--- config.mk ---
export PLATFORM = sky130hd
export DESIGN_NAME = multicast_fifo_flow_control
export DESIGN_NICKNAME = d
export VERILOG_FILES = /design/src/design/mcf_pkg.sv /design/src/design/mcf_ring.sv /design/src/design/mcf_ctrl.sv /design/src/design/multicast_fifo_flow_control.sv
export SDC_FILE = /design/constraint.sdc
export NUM_CORES = 2
export LEC_CHECK = 0
export BUFFER_PORTS_ARGS = -buffer_cell sky130_fd_sc_hd__buf_4
export CAP_MARGIN = 25
export CORE_ASPECT_RATIO = 1.25
export CORE_UTILIZATION = 65
export CTS_BUF_LIST = sky130_fd_sc_hd__clkbuf_2
export DETAILED_ROUTE_END_ITERATION = 7
export HOLD_SLACK_MARGIN = 0.1
export PLACE_DENSITY = 0.8
export SKIP_LAST_GASP = 1
export SYNTH_ARGS = -nofsm -noshare
export SYNTH_HDL_FRONTEND = slang
export SYNTH_HIERARCHICAL = 1
export SYNTH_SLANG_ARGS = --single-unit
--- constraint.sdc ---
create_clock -name clock -period 9.47 [get_ports clock]
set_input_delay 0.4735 -clock clock [delete_from_list [all_inputs] [get_ports clock]]
set_output_delay 0.4735 -clock clock [all_outputs]
set_load 0.01 [all_outputs]
--- src/design/mcf_pkg.sv ---
package mcf_pkg;

   localparam int HANDLE_W = 32;
   localparam int ROWS_W = 16;
   localparam int TOTAL_W = 48;
   localparam int USE_W = 4;
   localparam int CNT8_W = 8;
   localparam int CSR_IDX_W = 2;
   localparam int CSR_DATA_W = 16;

   localparam logic [2:0] ACT_PUSH = 3'd0;
   localparam logic [2:0] ACT_PULL = 3'd1;
   localparam logic [2:0] ACT_OPEN_CONS = 3'd2;
   localparam logic [2:0] ACT_CLOSE_CONS = 3'd3;
   localparam logic [2:0] ACT_OPEN_PROD = 3'd4;
   localparam logic [2:0] ACT_CLOSE_PROD = 3'd5;

   localparam logic [1:0] ST_CHUNK = 2'd0;
   localparam logic [1:0] ST_OK = 2'd1;
   localparam logic [1:0] ST_EOS = 2'd2;
   localparam logic [1:0] ST_FULL = 2'd3;

   localparam logic [CSR_IDX_W-1:0] CSR_CONSUMER_COUNT = 2'd0;
   localparam logic [CSR_IDX_W-1:0] CSR_CHUNK_ROWS = 2'd1;

   localparam logic [USE_W-1:0] USE_MAX = 4'd15;
   localparam logic [CNT8_W-1:0] CNT8_MAX = 8'd255;

   typedef struct packed {
      logic [2:0]          action;
      logic [2:0]          consumer;
      logic [HANDLE_W-1:0] chunk_handle;
      logic [ROWS_W-1:0]   row_count;
   } req_type;

   typedef struct packed {
      logic [1:0]          status;
      logic [HANDLE_W-1:0] chunk_handle_out;
      logic                can_accept;
      logic                consumer_ready;
   } rsp_type;

   typedef struct packed {
      logic [HANDLE_W-1:0] handle;
      logic [TOTAL_W-1:0]  offset;
      logic [USE_W-1:0]    use_count;
   } entry_type;

endpackage

--- src/design/mcf_ring.sv ---
module mcf_ring #(
   parameter int DEPTH = 16,
   parameter int AW = 4
) (
   input  logic                      clock,
   input  logic                      we_entry,
   input  logic                      we_use,
   input  logic [AW-1:0]             wr_addr,
   input  mcf_pkg::entry_type        wr_data,
   input  logic [AW-1:0]             rd_addr,
   output mcf_pkg::entry_type        rd_data
);

   logic [mcf_pkg::HANDLE_W+mcf_pkg::TOTAL_W-1:0] data_mem [DEPTH];
   logic [mcf_pkg::USE_W-1:0]                     use_mem [DEPTH];
   logic [mcf_pkg::HANDLE_W+mcf_pkg::TOTAL_W-1:0] data_rd_ff;
   logic [mcf_pkg::USE_W-1:0]                     use_rd_ff;

   always_ff @(posedge clock) begin
      if (we_entry) begin
         data_mem[wr_addr] <= {wr_data.handle, wr_data.offset};
      end
      data_rd_ff <= data_mem[rd_addr];
   end

   // The use count is written by pushes and by every read-modify-write bump.
   always_ff @(posedge clock) begin
      if (we_use) begin
         use_mem[wr_addr] <= wr_data.use_count;
      end
      use_rd_ff <= use_mem[rd_addr];
   end

   assign rd_data.handle = data_rd_ff[mcf_pkg::HANDLE_W+mcf_pkg::TOTAL_W-1:mcf_pkg::TOTAL_W];
   assign rd_data.offset = data_rd_ff[mcf_pkg::TOTAL_W-1:0];
   assign rd_data.use_count = use_rd_ff;

endmodule

--- src/design/mcf_ctrl.sv ---
module mcf_ctrl #(
   parameter int MAX_CONSUMERS = 8,
   parameter int DEPTH = 16,
   parameter int SCALE = 16,
   parameter int AW = 4
) (
   input  logic                        clock,
   input  logic                        reset,
   input  logic                        req_valid,
   output logic                        req_stall,
   input  mcf_pkg::req_type            req_data,
   input  logic [3:0]                  consumer_count,
   input  logic [mcf_pkg::ROWS_W-1:0]  chunk_rows,
   input  logic                        out_free,
   output logic                        done,
   output mcf_pkg::rsp_type            result,
   output logic                        we_entry,
   output logic                        we_use,
   output logic [AW-1:0]               wr_addr,
   output mcf_pkg::entry_type          wr_data,
   output logic [AW-1:0]               rd_addr,
   input  mcf_pkg::entry_type          rd_data
);

   localparam int CW = $clog2(DEPTH + 1);
   localparam int CIW = (MAX_CONSUMERS > 1) ? $clog2(MAX_CONSUMERS) : 1;
   localparam int FCW = $clog2(MAX_CONSUMERS + 1);
   localparam int OCW = $clog2(MAX_CONSUMERS + 1);
   localparam int TW = mcf_pkg::TOTAL_W;

   typedef enum logic [3:0] {
      S_IDLE, S_EXEC, S_PULL_WB, S_CLOSE_RD, S_CLOSE_WR, S_FAST,
      S_FREE_RD, S_FREE_CHK, S_DONE
   } state_type;

   state_type                     state_ff, state_in;
   mcf_pkg::req_type              item_ff, item_in;
   logic [AW-1:0]                 head_ff, head_in, tail_ff, tail_in;
   logic [CW-1:0]                 count_ff, count_in, walk_ff, walk_in;
   logic [CW-1:0]                 rp_ff [MAX_CONSUMERS];
   logic [CW-1:0]                 rp_in [MAX_CONSUMERS];
   logic [TW-1:0]                 last_ff [MAX_CONSUMERS];
   logic [TW-1:0]                 last_in [MAX_CONSUMERS];
   logic [MAX_CONSUMERS-1:0]      live_ff, live_in;
   logic [mcf_pkg::CNT8_W-1:0]    ocnt_ff [MAX_CONSUMERS];
   logic [mcf_pkg::CNT8_W-1:0]    ocnt_in [MAX_CONSUMERS];
   logic [OCW-1:0]                opc_ff, opc_in;
   logic [mcf_pkg::CNT8_W-1:0]    opp_ff, opp_in;
   logic [TW-1:0]                 total_ff, total_in, fast_ff, fast_in, acc_ff, acc_in;
   logic [FCW-1:0]                fc_ff, fc_in;
   logic [1:0]                    status_ff, status_in;
   logic [mcf_pkg::HANDLE_W-1:0]  hout_ff, hout_in;

   logic [CIW-1:0]                cidx;
   logic                          cvalid;
   logic [CIW-1:0]                fidx;
   logic [AW-1:0]                 pull_idx, walk_idx;
   logic [mcf_pkg::USE_W-1:0]     closed;
   logic [TW-1:0]                 threshold;

   function automatic logic [AW-1:0] ring_add(input logic [AW-1:0] base,
                                              input logic [CW-1:0] offs);
      logic [CW:0] s;
      s = (CW+1)'(base) + (CW+1)'(offs);
      if (s >= (CW+1)'(DEPTH)) begin
         s = s - (CW+1)'(DEPTH);
      end
      return AW'(s);
   endfunction

   function automatic logic [AW-1:0] ring_inc(input logic [AW-1:0] x);
      return (x == AW'(DEPTH - 1)) ? '0 : x + AW'(1);
   endfunction

   function automatic logic [mcf_pkg::USE_W-1:0] use_bump(
      input logic [mcf_pkg::USE_W-1:0] u);
      return (u == mcf_pkg::USE_MAX) ? u : u + mcf_pkg::USE_W'(1);
   endfunction

   assign cidx = CIW'(item_ff.consumer);
   assign cvalid = ({1'b0, item_ff.consumer} < consumer_count)
                   && (int'(item_ff.consumer) < MAX_CONSUMERS);
   assign fidx = CIW'(fc_ff);
   assign pull_idx = ring_add(head_ff, rp_ff[cidx]);
   assign walk_idx = ring_add(head_ff, walk_ff);
   assign threshold = TW'(chunk_rows) * TW'(SCALE);
   assign req_stall = (state_ff != S_IDLE);

   always_comb begin
      logic [OCW:0] cc_ext;
      logic [OCW:0] diff;
      cc_ext = (OCW+1)'(consumer_count);
      diff = cc_ext - (OCW+1)'(opc_ff);
      if (cc_ext > (OCW+1)'(opc_ff)) begin
         closed = (diff > (OCW+1)'(mcf_pkg::USE_MAX)) ? mcf_pkg::USE_MAX
                                                      : mcf_pkg::USE_W'(diff);
      end else begin
         closed = '0;
      end
   end

   always_comb begin
      state_in = state_ff;
      item_in = item_ff;
      head_in = head_ff;
      tail_in = tail_ff;
      count_in = count_ff;
      walk_in = walk_ff;
      rp_in = rp_ff;
      last_in = last_ff;
      live_in = live_ff;
      ocnt_in = ocnt_ff;
      opc_in = opc_ff;
      opp_in = opp_ff;
      total_in = total_ff;
      fast_in = fast_ff;
      acc_in = acc_ff;
      fc_in = fc_ff;
      status_in = status_ff;
      hout_in = hout_ff;
      we_entry = 1'b0;
      we_use = 1'b0;
      wr_addr = tail_ff;
      wr_data = '0;
      rd_addr = head_ff;
      done = 1'b0;

      unique case (state_ff)
         S_IDLE: begin
            if (req_valid) begin
               item_in = req_data;
               status_in = mcf_pkg::ST_OK;
               hout_in = '0;
               state_in = S_EXEC;
            end
         end
         S_EXEC: begin
            state_in = S_FREE_RD;
            priority case (item_ff.action)
               mcf_pkg::ACT_PUSH: begin
                  if (item_ff.row_count != '0) begin
                     if (count_ff == CW'(DEPTH)) begin
                        status_in = mcf_pkg::ST_FULL;
                     end else begin
                        we_entry = 1'b1;
                        we_use = 1'b1;
                        wr_addr = tail_ff;
                        wr_data.handle = item_ff.chunk_handle;
                        wr_data.offset = total_ff;
                        wr_data.use_count = closed;
                        tail_in = ring_inc(tail_ff);
                        count_in = count_ff + CW'(1);
                        total_in = total_ff + TW'(item_ff.row_count);
                     end
                  end
               end
               mcf_pkg::ACT_PULL: begin
                  if (cvalid && live_ff[cidx] && (rp_ff[cidx] < count_ff)) begin
                     rd_addr = pull_idx;
                     state_in = S_PULL_WB;
                  end else if (cvalid) begin
                     status_in = (opp_ff == '0) ? mcf_pkg::ST_EOS : mcf_pkg::ST_OK;
                  end
               end
               mcf_pkg::ACT_OPEN_CONS: begin
                  if (cvalid) begin
                     if (ocnt_ff[cidx] == '0) begin
                        opc_in = opc_ff + OCW'(1);
                     end
                     if (ocnt_ff[cidx] != mcf_pkg::CNT8_MAX) begin
                        ocnt_in[cidx] = ocnt_ff[cidx] + mcf_pkg::CNT8_W'(1);
                     end
                  end
               end
               mcf_pkg::ACT_CLOSE_CONS: begin
                  if (cvalid && (ocnt_ff[cidx] != '0)) begin
                     ocnt_in[cidx] = ocnt_ff[cidx] - mcf_pkg::CNT8_W'(1);
                     if (ocnt_ff[cidx] == mcf_pkg::CNT8_W'(1)) begin
                        if (opc_ff != '0) begin
                           opc_in = opc_ff - OCW'(1);
                        end
                        if (live_ff[cidx]) begin
                           walk_in = rp_ff[cidx];
                           state_in = S_CLOSE_RD;
                        end
                     end
                  end
               end
               mcf_pkg::ACT_OPEN_PROD: begin
                  if (opp_ff != mcf_pkg::CNT8_MAX) begin
                     opp_in = opp_ff + mcf_pkg::CNT8_W'(1);
                  end
               end
               mcf_pkg::ACT_CLOSE_PROD: begin
                  if (opp_ff != '0) begin
                     opp_in = opp_ff - mcf_pkg::CNT8_W'(1);
                  end
               end
               default: begin
               end
            endcase
         end
         S_PULL_WB: begin
            we_use = 1'b1;
            wr_addr = pull_idx;
            wr_data.use_count = use_bump(rd_data.use_count);
            rp_in[cidx] = rp_ff[cidx] + CW'(1);
            last_in[cidx] = rd_data.offset;
            if (rd_data.offset > fast_ff) begin
               fast_in = rd_data.offset;
            end
            status_in = mcf_pkg::ST_CHUNK;
            hout_in = rd_data.handle;
            state_in = S_FREE_RD;
         end
         S_CLOSE_RD: begin
            if (walk_ff < count_ff) begin
               rd_addr = walk_idx;
               state_in = S_CLOSE_WR;
            end else begin
               live_in[cidx] = 1'b0;
               rp_in[cidx] = count_ff;
               fc_in = '0;
               acc_in = '0;
               state_in = S_FAST;
            end
         end
         S_CLOSE_WR: begin
            we_use = 1'b1;
            wr_addr = walk_idx;
            wr_data.use_count = use_bump(rd_data.use_count);
            walk_in = walk_ff + CW'(1);
            state_in = S_CLOSE_RD;
         end
         S_FAST: begin
            // One consumer per cycle goes through the running maximum.
            if (int'(fc_ff) < MAX_CONSUMERS) begin
               if ((int'(fc_ff) < int'(consumer_count)) && live_ff[fidx]
                   && (last_ff[fidx] > acc_ff)) begin
                  acc_in = last_ff[fidx];
               end
               fc_in = fc_ff + FCW'(1);
            end else begin
               fast_in = acc_ff;
               state_in = S_FREE_RD;
            end
         end
         S_FREE_RD: begin
            rd_addr = head_ff;
            state_in = (count_ff == '0) ? S_DONE : S_FREE_CHK;
         end
         S_FREE_CHK: begin
            if ({1'b0, rd_data.use_count} >= {1'b0, consumer_count}) begin
               head_in = ring_inc(head_ff);
               count_in = count_ff - CW'(1);
               for (int c = 0; c < MAX_CONSUMERS; c++) begin
                  if (rp_ff[c] != '0) begin
                     rp_in[c] = rp_ff[c] - CW'(1);
                  end
               end
               state_in = S_FREE_RD;
            end else begin
               state_in = S_DONE;
            end
         end
         S_DONE: begin
            if (out_free) begin
               done = 1'b1;
               state_in = S_IDLE;
            end
         end
         default: begin
            state_in = S_IDLE;
         end
      endcase
   end

   always_comb begin
      result.status = status_ff;
      result.chunk_handle_out = hout_ff;
      result.can_accept = ((total_ff - fast_ff) > threshold) ? 1'b0 : 1'b1;
      result.consumer_ready = cvalid
         && ((opp_ff == '0) || (live_ff[cidx] && (rp_ff[cidx] < count_ff)));
   end

   always_ff @(posedge clock) begin
      if (reset) begin
         state_ff <= S_IDLE;
         head_ff <= '0;
         tail_ff <= '0;
         count_ff <= '0;
         live_ff <= '1;
         opc_ff <= '0;
         opp_ff <= '0;
         total_ff <= '0;
         fast_ff <= '0;
         for (int c = 0; c < MAX_CONSUMERS; c++) begin
            rp_ff[c] <= '0;
            last_ff[c] <= '0;
            ocnt_ff[c] <= '0;
         end
      end else begin
         state_ff <= state_in;
         head_ff <= head_in;
         tail_ff <= tail_in;
         count_ff <= count_in;
         live_ff <= live_in;
         opc_ff <= opc_in;
         opp_ff <= opp_in;
         total_ff <= total_in;
         fast_ff <= fast_in;
         rp_ff <= rp_in;
         last_ff <= last_in;
         ocnt_ff <= ocnt_in;
      end
   end

   always_ff @(posedge clock) begin
      item_ff <= item_in;
      walk_ff <= walk_in;
      acc_ff <= acc_in;
      fc_ff <= fc_in;
      status_ff <= status_in;
      hout_ff <= hout_in;
   end

endmodule

--- src/design/multicast_fifo_flow_control.sv ---
// Shared multicast FIFO with per-consumer read positions and row-based flow control.
// The request channel (req_valid, req_stall, req_data) carries one command per
// transfer: push, pull, open or close a consumer, open or close a producer.
// Every command yields exactly one response transfer on rsp_valid, rsp_stall,
// rsp_data with a status, a returned handle and the can_accept and
// consumer_ready flags as they stand after the command.
// The csr_ port writes consumer_count (index 0) and chunk_rows (index 1); it is
// always ready and is meant to be written while no command is in flight.
// A command passes from acceptance through execution to the response; before the
// response the ring is freed at the head, one entry per read and check, until it
// is empty or the head entry is still in use. A pull adds a ring memory read and
// write-back, and closing a consumer adds a read-modify-write of each unread entry
// it marks plus a rescan of the fastest consumer over all MAX_CONSUMERS slots.
// These walks share the single read port of the ring memory.
// Commands are handled one at a time; req_stall is high while one is in work,
// so the next command can be accepted in the cycle after the response is issued.
// A response waits in the output register while rsp_stall is high, and the
// next command may already be accepted and processed behind it.
// Synchronous reset empties the ring, clears all counts, marks every consumer
// live and restores consumer_count to 2 and chunk_rows to 4096.
module multicast_fifo_flow_control #(
   parameter int MAX_CONSUMERS = 8,
   parameter int DEPTH = 16,
   parameter int SCALE = 16
) (
   input  logic                                clock,
   input  logic                                reset,
   input  logic                                req_valid,
   output logic                                req_stall,
   input  mcf_pkg::req_type                    req_data,
   output logic                                rsp_valid,
   input  logic                                rsp_stall,
   output mcf_pkg::rsp_type                    rsp_data,
   input  logic                                csr_valid,
   output logic                                csr_ready,
   input  logic [mcf_pkg::CSR_IDX_W-1:0]       csr_index,
   input  logic [mcf_pkg::CSR_DATA_W-1:0]      csr_data
);

   localparam int AW = $clog2(DEPTH);

   logic [3:0]                     ccount_ff, ccount_in;
   logic [mcf_pkg::ROWS_W-1:0]     crows_ff, crows_in;
   logic                           rsp_valid_ff, rsp_valid_in;
   mcf_pkg::rsp_type               rsp_data_ff, rsp_data_in;
   logic                           out_free;
   logic                           done;
   mcf_pkg::rsp_type               result;
   logic                           we_entry, we_use;
   logic [AW-1:0]                  wr_addr, rd_addr;
   mcf_pkg::entry_type             wr_data, rd_data;

   assign csr_ready = 1'b1;
   assign out_free = !rsp_valid_ff || !rsp_stall;

   always_comb begin
      logic [3:0] v;
      ccount_in = ccount_ff;
      crows_in = crows_ff;
      v = csr_data[3:0];
      if (csr_valid) begin
         if (csr_index == mcf_pkg::CSR_CONSUMER_COUNT) begin
            if (v == 4'd0) begin
               v = 4'd1;
            end
            if (int'(v) > MAX_CONSUMERS) begin
               v = 4'(MAX_CONSUMERS);
            end
            ccount_in = v;
         end else if (csr_index == mcf_pkg::CSR_CHUNK_ROWS) begin
            crows_in = csr_data;
         end
      end
   end

   always_comb begin
      rsp_valid_in = rsp_valid_ff;
      rsp_data_in = rsp_data_ff;
      if (rsp_valid_ff && !rsp_stall) begin
         rsp_valid_in = 1'b0;
      end
      if (done) begin
         rsp_valid_in = 1'b1;
         rsp_data_in = result;
      end
   end

   always_ff @(posedge clock) begin
      if (reset) begin
         ccount_ff <= 4'd2;
         crows_ff <= 16'd4096;
         rsp_valid_ff <= 1'b0;
      end else begin
         ccount_ff <= ccount_in;
         crows_ff <= crows_in;
         rsp_valid_ff <= rsp_valid_in;
      end
   end

   always_ff @(posedge clock) begin
      rsp_data_ff <= rsp_data_in;
   end

   assign rsp_valid = rsp_valid_ff;
   assign rsp_data = rsp_data_ff;

   mcf_ctrl #(
      .MAX_CONSUMERS(MAX_CONSUMERS),
      .DEPTH(DEPTH),
      .SCALE(SCALE),
      .AW(AW)
   ) u_ctrl (
      .clock(clock),
      .reset(reset),
      .req_valid(req_valid),
      .req_stall(req_stall),
      .req_data(req_data),
      .consumer_count(ccount_ff),
      .chunk_rows(crows_ff),
      .out_free(out_free),
      .done(done),
      .result(result),
      .we_entry(we_entry),
      .we_use(we_use),
      .wr_addr(wr_addr),
      .wr_data(wr_data),
      .rd_addr(rd_addr),
      .rd_data(rd_data)
   );

   mcf_ring #(
      .DEPTH(DEPTH),
      .AW(AW)
   ) u_ring (
      .clock(clock),
      .we_entry(we_entry),
      .we_use(we_use),
      .wr_addr(wr_addr),
      .wr_data(wr_data),
      .rd_addr(rd_addr),
      .rd_data(rd_data)
   );

endmodule

# --- After elaboration in Yosys (flattened, before gate mapping) ---
# Memory sizes are Yosys's and may differ from the RTL's. A register that Yosys moved wholly into a read port is not among the register bits.
# Cells that the tools add are included.
word_totals:
  regBits: 823
  mem_bits_rw: 1344
  input_bits: 77
  out_inout_bits: 39
  word_cells: 361
  mem_count: 2
classes:
  add_sub_neg: 29
  magnitude_cmp: 20
  n_eq_ne: 57
  muxes: 127
  n_bitwise: 7
  reduce_logical: 70
mem_list:
  columns: ["memory", "words", "width", "read_ports", "rd_clocked_by_memory_dff", "wr", "line", "rtl"]
  rows:
  - ["u_ring.data_mem", 16, 80, 1, 1, 1, "mcf_ring.sv:14", "logic [mcf_pkg::HANDLE_W+mcf_pkg::TOTAL_W-1:0] data_mem [DEPTH];"]
  - ["u_ring.use_mem", 16, 4, 1, 1, 1, "mcf_ring.sv:15", "logic [mcf_pkg::USE_W-1:0] use_mem [DEPTH];"]
ops:
  columns: ["cell", "count"]
  rows:
  - ["384-bit bitwise mux", 1]
  - ["48-bit two-way mux", 8]
  - ["84-bit two-way mux", 3]
  - ["64-bit two-way mux", 3]
  - ["48-bit one-hot mux with 2 select lines", 2]
  - ["48-bit binary-select mux with 3-bit select", 1]
  - ["48-bit demux with 3-bit select", 1]
  - ["64-bit bitwise mux", 2]
  - ["64-bit one-hot mux with 2 select lines", 1]
  - ["40-bit one-hot mux with 3 select lines", 1]
  - ["4-bit two-way mux", 28]
  - ["48-bit > comparator", 2]
  - ["5-bit two-way mux", 19]
  - ["40-bit bitwise mux", 2]
  - ["40-bit two-way mux", 2]
  - ["80-bit two-way mux", 1]
  - ["32-bit one-hot mux with 2 select lines", 1]
  - ["48-bit by 16-bit adder with 48-bit output", 1]
  - ["48-bit by 20-bit > comparator with 1-bit output", 1]
  - ["2-bit by 1-bit != test with 1-bit output, second input constant", 24]
  - ["4-bit one-hot mux with 2 select lines", 6]
  - ["48-bit subtractor", 1]
  - ["5-bit by 1-bit subtractor with 5-bit output, second input constant", 9]
  - ["4-bit AND reduction", 11]
  - ["74 further kinds", 179]

# --- Longest topological paths before layout ---
depth:
  ltp_word: 10
  depth_mapped: 23
  ltp_nobuf: 19

# --- Cells and area by module ---
# The synthesis kept the hierarchy.
modules_own_cells:
  columns: ["module", "instances", "cells_each", "area_each_um2", "seq_area_each_um2"]
  rows:
  - ["mcf_ring", 1, 2179, 52188.8, 42040.3]
  - ["mcf_ctrl", 1, 4898, 41737.5, 16786.1]
  - ["multicast_fifo_flow_control", 1, 130, 1849.3, 1501.4]

# --- Worst setup path before layout ---
# OpenSTA, ideal clock, no wires.
synth_timing:
  path_type: "reg2reg"
  start: "register u_ctrl.item_ff, in the netlist u_ctrl/cidx[0]"
  end: "memory u_ring/data_mem[0][0] (netlist bit) (enable)"
  setup_time_ns: 0.519
  arrival_time_ns: 7.026
  required_ns: 8.951
  setup_slack_ns: 1.925
  path_stages_with_launch: 18
  n_path_buf: 4
  period_less_slack_ns: 7.545
  cell_sequence: "edfxtp_1 > buf_6 > buf_6 > buf_6 > buf_6 > nand2_1 > o21ai_1 > a221o_1 > a222oi_1 > inv_1 > ha_1 > a21o_1 > a21oi_1 > xnor2_1 > xnor2_1 > o221ai_1 > or3b_2 > nor2_1"
synth_via:
  elab_chain_len: 8
  word_cells_on_any_way: 9
  cone_classes: "add/sub (2); order compare (1); mux (5); bitwise (1)"
synth_rtl:
  columns: ["item", "line", "rtl"]
  rows:
  - ["from (decl)", "mcf_ctrl.sv:37", "mcf_pkg::req_type item_ff, item_in;"]
  - ["from (signal assigned)", "mcf_ctrl.sv:319", "item_ff <= item_in;"]
  - ["3-bit inverter with 4-bit output (implied by the code) (*)", "mcf_ctrl.sv:84", "assign pull_idx = ring_add(head_ff, rp_ff[cidx]);"]
  - ["5-bit binary-select mux with 3-bit select (*)", "mcf_ctrl.sv:84", null]
  - ["5-bit two-way mux (implied by the code) (*) (2 in series)", "mcf_ctrl.sv:84", null]
  - ["4-bit by 5-bit adder with 6-bit output (*)", "mcf_ctrl.sv:64", "s = (CW+1)'(base) + (CW+1)'(offs);"]
  - ["6-bit by 5-bit greater-or-equal comparator with 1-bit output or 4-bit by 1-bit subtractor with 4-bit output (tied branches)", "mcf_ctrl.sv:65, mcf_ctrl.sv:66", null]
  - ["4-bit two-way mux (*)", "mcf_ctrl.sv:65", "if (s >= (CW+1)'(DEPTH)) begin"]
  - ["4-bit one-hot mux with 2 select lines (*)", "mcf_ctrl.sv:128", "unique case (state_ff)"]
  - ["named net wr_addr[3]", "multicast_fifo_flow_control.sv:50", "logic [AW-1:0] wr_addr, rd_addr;"]
  - ["to (decl)", "mcf_ring.sv:14", null]
# Mark *: on every way through the listed nets, which the timed path passes. The rest lies on a longest branch. The select of a mux whose other input is x is not followed.

# --- Final worst setup path ---
layout_timing:
  start: "register u_ctrl.item_ff, in the netlist u_ctrl/cidx[0]"
  end: "register u_ring/data_rd_ff[23] (netlist bit), read port of u_ring.data_mem"
layout_via:
  elab_chain_len: 10
  word_cells_on_any_way: 17
  cone_classes: "add/sub (2); order compare (3); mux (9); bitwise (1); reduce/logical (2)"
layout_rtl:
  columns: ["item", "line", "rtl"]
  rows:
  - ["3-bit inverter with 4-bit output (implied by the code)", "mcf_ctrl.sv:84, mcf_ctrl.sv:158", null]
  - ["5-bit binary-select mux with 3-bit select", "mcf_ctrl.sv:84, mcf_ctrl.sv:158", null]
  - ["5-bit two-way mux (implied by the code) (2 in series)", "mcf_ctrl.sv:84, mcf_ctrl.sv:158", null]
  - ["4-bit by 5-bit adder with 6-bit output", "mcf_ctrl.sv:64", null]
  - ["6-bit by 5-bit greater-or-equal comparator with 1-bit output or 4-bit by 1-bit subtractor with 4-bit output (tied branches)", "mcf_ctrl.sv:65, mcf_ctrl.sv:66", null]
  - ["4-bit two-way mux", "mcf_ctrl.sv:65", null]
  - ["4-bit two-way mux (*)", "mcf_ctrl.sv:158", "if (cvalid && live_ff[cidx] && (rp_ff[cidx] < count_ff)) begin"]
  - ["4-bit two-way mux (*)", "mcf_ctrl.sv:139", "priority case (item_ff.action)"]
  - ["4-bit one-hot mux with 2 select lines (*)", "mcf_ctrl.sv:128", null]
  - ["named net rd_addr[3]", "multicast_fifo_flow_control.sv:50", null]
  - ["to (decl)", "mcf_ring.sv:16", "logic [mcf_pkg::HANDLE_W+mcf_pkg::TOTAL_W-1:0] data_rd_ff;"]
# Marks and branches as above.
# A chain may end at the register's enable or synchronous reset.

==> results.md <==
- Sequential cell area: 60300 sq um
- Antenna violations before repair: 11
- Synth unique cells: 93
- Internal power component: 15100 uW
- Worst EP arrival: between 8 and 9 ns
- Number of DRC markers in iteration 0: between 7000 and 8000
- Layout fillers: 9109
- Average routed wire per standard cell: 26.0 um
- Total I/O pin count: 116
- Worst slew margin relative to its limit: 0.142
- Overflow after GRT: 0
- Critical-path maximum fanout: 49
- Fin nets: 8062
- Run status: finished, final reports clean
- Cell area power density: between 200 and 250 nW/um^2
- Post-detailed-route DRC marker count: 0
- Pre-antenna DRT Iters: 8
- Switching share of power: 0.314
- Fin crit period: approximately 6.6 ns
- Endpoints failing hold: 0
- Area of the mapped netlist: 95800 sq um
- Final total negative setup slack: 0 ns
- Startpoint of the worst hold path: req_valid
- Insertion delay to the later sink of the worst-skew pair: 1.88 ns
- Nets in the synthesized netlist: 7523
- CTS sink cnt: 2251
- Cell with the largest stage delay on the worst path: and2_4
- RR Startpoint: u_ctrl/cidx[0]
- Area grow syn2layout: 10.4%
- Gate power share: 0.201
- Launching instance or port of the critical path: u_ctrl/cidx[0]
- Number of rows created at floorplan: around 160
- Final ANT Viol Nets: 0
- Slew at the pin with the worst max-slew slack: 1.29 ns
- Maximum clock rate: 152 MHz
- Unrepaired setup endpoints after global routing: no
- Number of input and output port buffers inserted: 114
- Reg clk slew, reported paths: 0.10 ns
- Placer Congestion: 0.982
- Least setup slack across all paths after layout: 2.88 ns
- Floorplan die height: 431 um
- Slowest stage delay, CP: 0.96 ns
- Sequential Power Share: 0.512
- Total area of multi-input combinational cells: 33000 sq um
- Overall routing resource usage: 0.348
- Mean Syn Cell Area: 13.3 sq um
- Die area: approximately 150000 sq um
- Number of endpoints failing setup at the final stage: 0
- Number of flops mapped to enable cells by yosys: approximately 1500
- First-pass GRT wire length: 390000 um
- Starting density of the core: 0.654
- Async SR Flop Fraction: 0
- Slew Limit Fails: 0
- Buffer cell driving the clock tree root: clkbuf_2
- Pleak: 0.0351 uW
- Yosys warnings: 6
- Share of the clock period used by the worst path: 0.696
- Aggregate routed wire length: 262000 um
- Clock network power share: 0.287
- Total number of H-tree levels: 6
- Share of cells above drive strength 1: 0.210
- Vias in the first global route: 66105
- Largest net degree at the start of global routing: 217
- Worst-case clock buffer depth: 4
- Share of the yosys chip area belonging to registers: 0.630
- MaxCap Viol Count: 0
- CTS Buf Count: 539
- Final HPWL from detailed placement: 150000 um
- Total of flip-flops plus latches after synthesis: 2251
- Clock Skew: between 0.15 and 0.2 ns
- Critical path start-end classification: reg2reg
- DP Worst Slack: 3.08 ns
- Vias per std cell: 6.50
- Peak supply drop: between 0.1 and 0.15 mV
- Sw power: 6910 uW
- Category of the worst setup path capture point: register
- Number of resized instances in the post-cts repair step: 0
- Overall power of the completed layout: 22000 uW
- Core box area: about 150000 sq um
- Cells after Synth: 7207
- Primary FF master, synth: edfxtp_1
- CTS tree: yes
- Category of the worst setup path launch point: register
- Horizontal die dimension: 345 um
- Worst min-delay path category: in2reg
- Routed via count: between 60000 and 70000
- Worst-path cell chain: buf_4, nor2b_1, a221o_1, a222oi_1, inv_1, ha_1, a21o_1, a21o_1, a2111oi_2, and3_1, nand2_1, o221ai_1, and2_4, buf_4, a22oi_1, nand2_1
- Data required, critical path: 11.17 ns
- Buffers inserted by post-CTS timing repair: 0
==> path summary, 6_finish.rpt <==
check / endpoint / slack (ns) / depth (start not counted)
setup / recovery: u_ring/data_rd_ff[23] / 2.88 / 16
hold / removal: u_ctrl/state_ff[1] / 0.39 / 5
setup reg to reg: u_ring/data_rd_ff[23] / 2.88 / 16
hold reg to reg: rsp_data[27] / 0.40 / 0
==> per-layer routing <==
metal	track usage	wire length, um
met1	0.435	93000
met2	0.574	128000
met3	0.0756	27800
met4	0.184	13000
met5	0	83
==> power groups by stage <==
stage	Combinational (uW)	Sequential, uW	Clock [uW]
5_1_grt	4730	11300	6870
3_3_place_gp	4090	11500	0
2_1_floorplan	3030	11300	0
4_1_cts	4290	11200	6390
6_report	4410	11300	6320
3_5_place_dp	4190	11500	0
==> synth_stat cells, types with 52 or more instances <==
master | count | area, sq um
a21oi_1 | 615 | 3080
a22oi_1 | 159 | 1190
mux4_2 | 442 | 9950
a21o_1 | 67 | 503
and2_1 | 56 | 350
dfxtp_1 | 726 | 14500
nand2_1 | 1106 | 4150
ha_1 | 231 | 2890
a211oi_1 | 135 | 1010
buf_2 | 52 | 260
mux2_2 | 68 | 766
edfxtp_1 | 1525 | 45800
and3_1 | 90 | 563
nand3_1 | 63 | 315
inv_1 | 207 | 777
clkbuf_1 | 346 | 1300
xnor2_1 | 54 | 473
nor2b_1 | 92 | 576
nor2_1 | 328 | 1230
o21ai_0 | 198 | 991
==> sequential cells by signal (all words and copies together) (netlist names), 16 cells and up <==
name               cells
u_ring/data_rd_ff     80
u_ctrl/total_ff       48
u_ctrl/rp_ff          40
u_ring/data_mem     1280
u_ctrl/ocnt_ff        64
u_ctrl/last_ff       384
u_ctrl/fast_ff        48
crows_ff              16
u_ctrl/item_ff        51
u_ctrl/hout_ff        32
u_ctrl/acc_ff         48
rsp_data              36
u_ring/use_mem        64
==> per-stage QoR <==
step | hold WS, ns | area [sq um] | std cells | utilization
2_1_floorplan | 0.400 | 95800 | 7207 | -
3_3_place_gp | 0.401 | 98300 | 8854 | 0.672
3_5_place_dp | 0.405 | 98300 | 8854 | 0.672
4_1_cts | 0.152 | 106000 | 10038 | 0.722
5_1_grt | 0.306 | 106000 | 10053 | 0.723
6_report | 0.390 | 106000 | 10059 | 0.723
==> cells in the final DEF, fill, tap and decap left out, types with 16 or more instances in the layout <==
cell type	instances
edfxtp_1	1525
nand2_1	1097
clkbuf_2	818
dfxtp_1	726
a21oi_1	615
mux4_2	442
nor2_1	303
dlygate4sd3_1	248
ha_1	231
inv_1	207
buf_4	204
o21ai_0	198
a22oi_1	159
a211oi_1	135
nor2b_1	90
and3_1	89
clkinv_1	86
mux2_2	68
a21o_1	67
nand3_1	62
and2_1	55
xnor2_1	54
o22ai_1	47
nand4_1	43
xor2_1	40
a22oi_2	40
nand2b_1	34
nor3_1	33
nor2_4	25
mux2i_1	24
or3_1	22
buf_12	20
inv_2	18
nor4_1	18
o21a_1	17
nand3b_1	16
==> layout make-up <==
cell class / instances / area share
clock buffers: 817 / 0.0387
clock inverters: 118 / 0.00659
diodes: 11 / 0.000260
flip-flops and latches: 2251 / 0.570
well taps: 1908 / 0.0226
inverters: 211 / 0.00749
multi-input cells: 4266 / 0.312
repair buffers: 477 / 0.0425
==> critical path, delay by kind of cell (launching register included) <==
kind                     cells  cell delay, ns
AO/OA/AOI/OAI                7            2.75
AND/OR/NAND/NOR              5            1.70
buffers and inverters        3            1.10
flip-flops                   1            0.63
adder cells (fa/ha/maj)      1            0.25
==> kinds of logic (layout without fill, tap and decap cells) <==
family                   after synthesis  count (layout)  synth area share
flip-flops                          2251            2251             0.630
AND/OR/NAND/NOR                     1962            1962            0.0911
AO/OA/AOI/OAI                       1435            1435            0.0945
buffers and inverters                690            1623            0.0295
multiplexers                         535             535             0.115
adder cells (fa/ha/maj)              239             239            0.0318
XOR/XNOR                              94              94           0.00860
other                                  1              12         0.0000392
==> what timing repair did <==
item / CTS / global route
hold buffers: 249 / 0
endpoints found under the setup margin: 0 / 0
hold endpoints to repair: 798 / 0
Power figures use the tool's default switching activity.
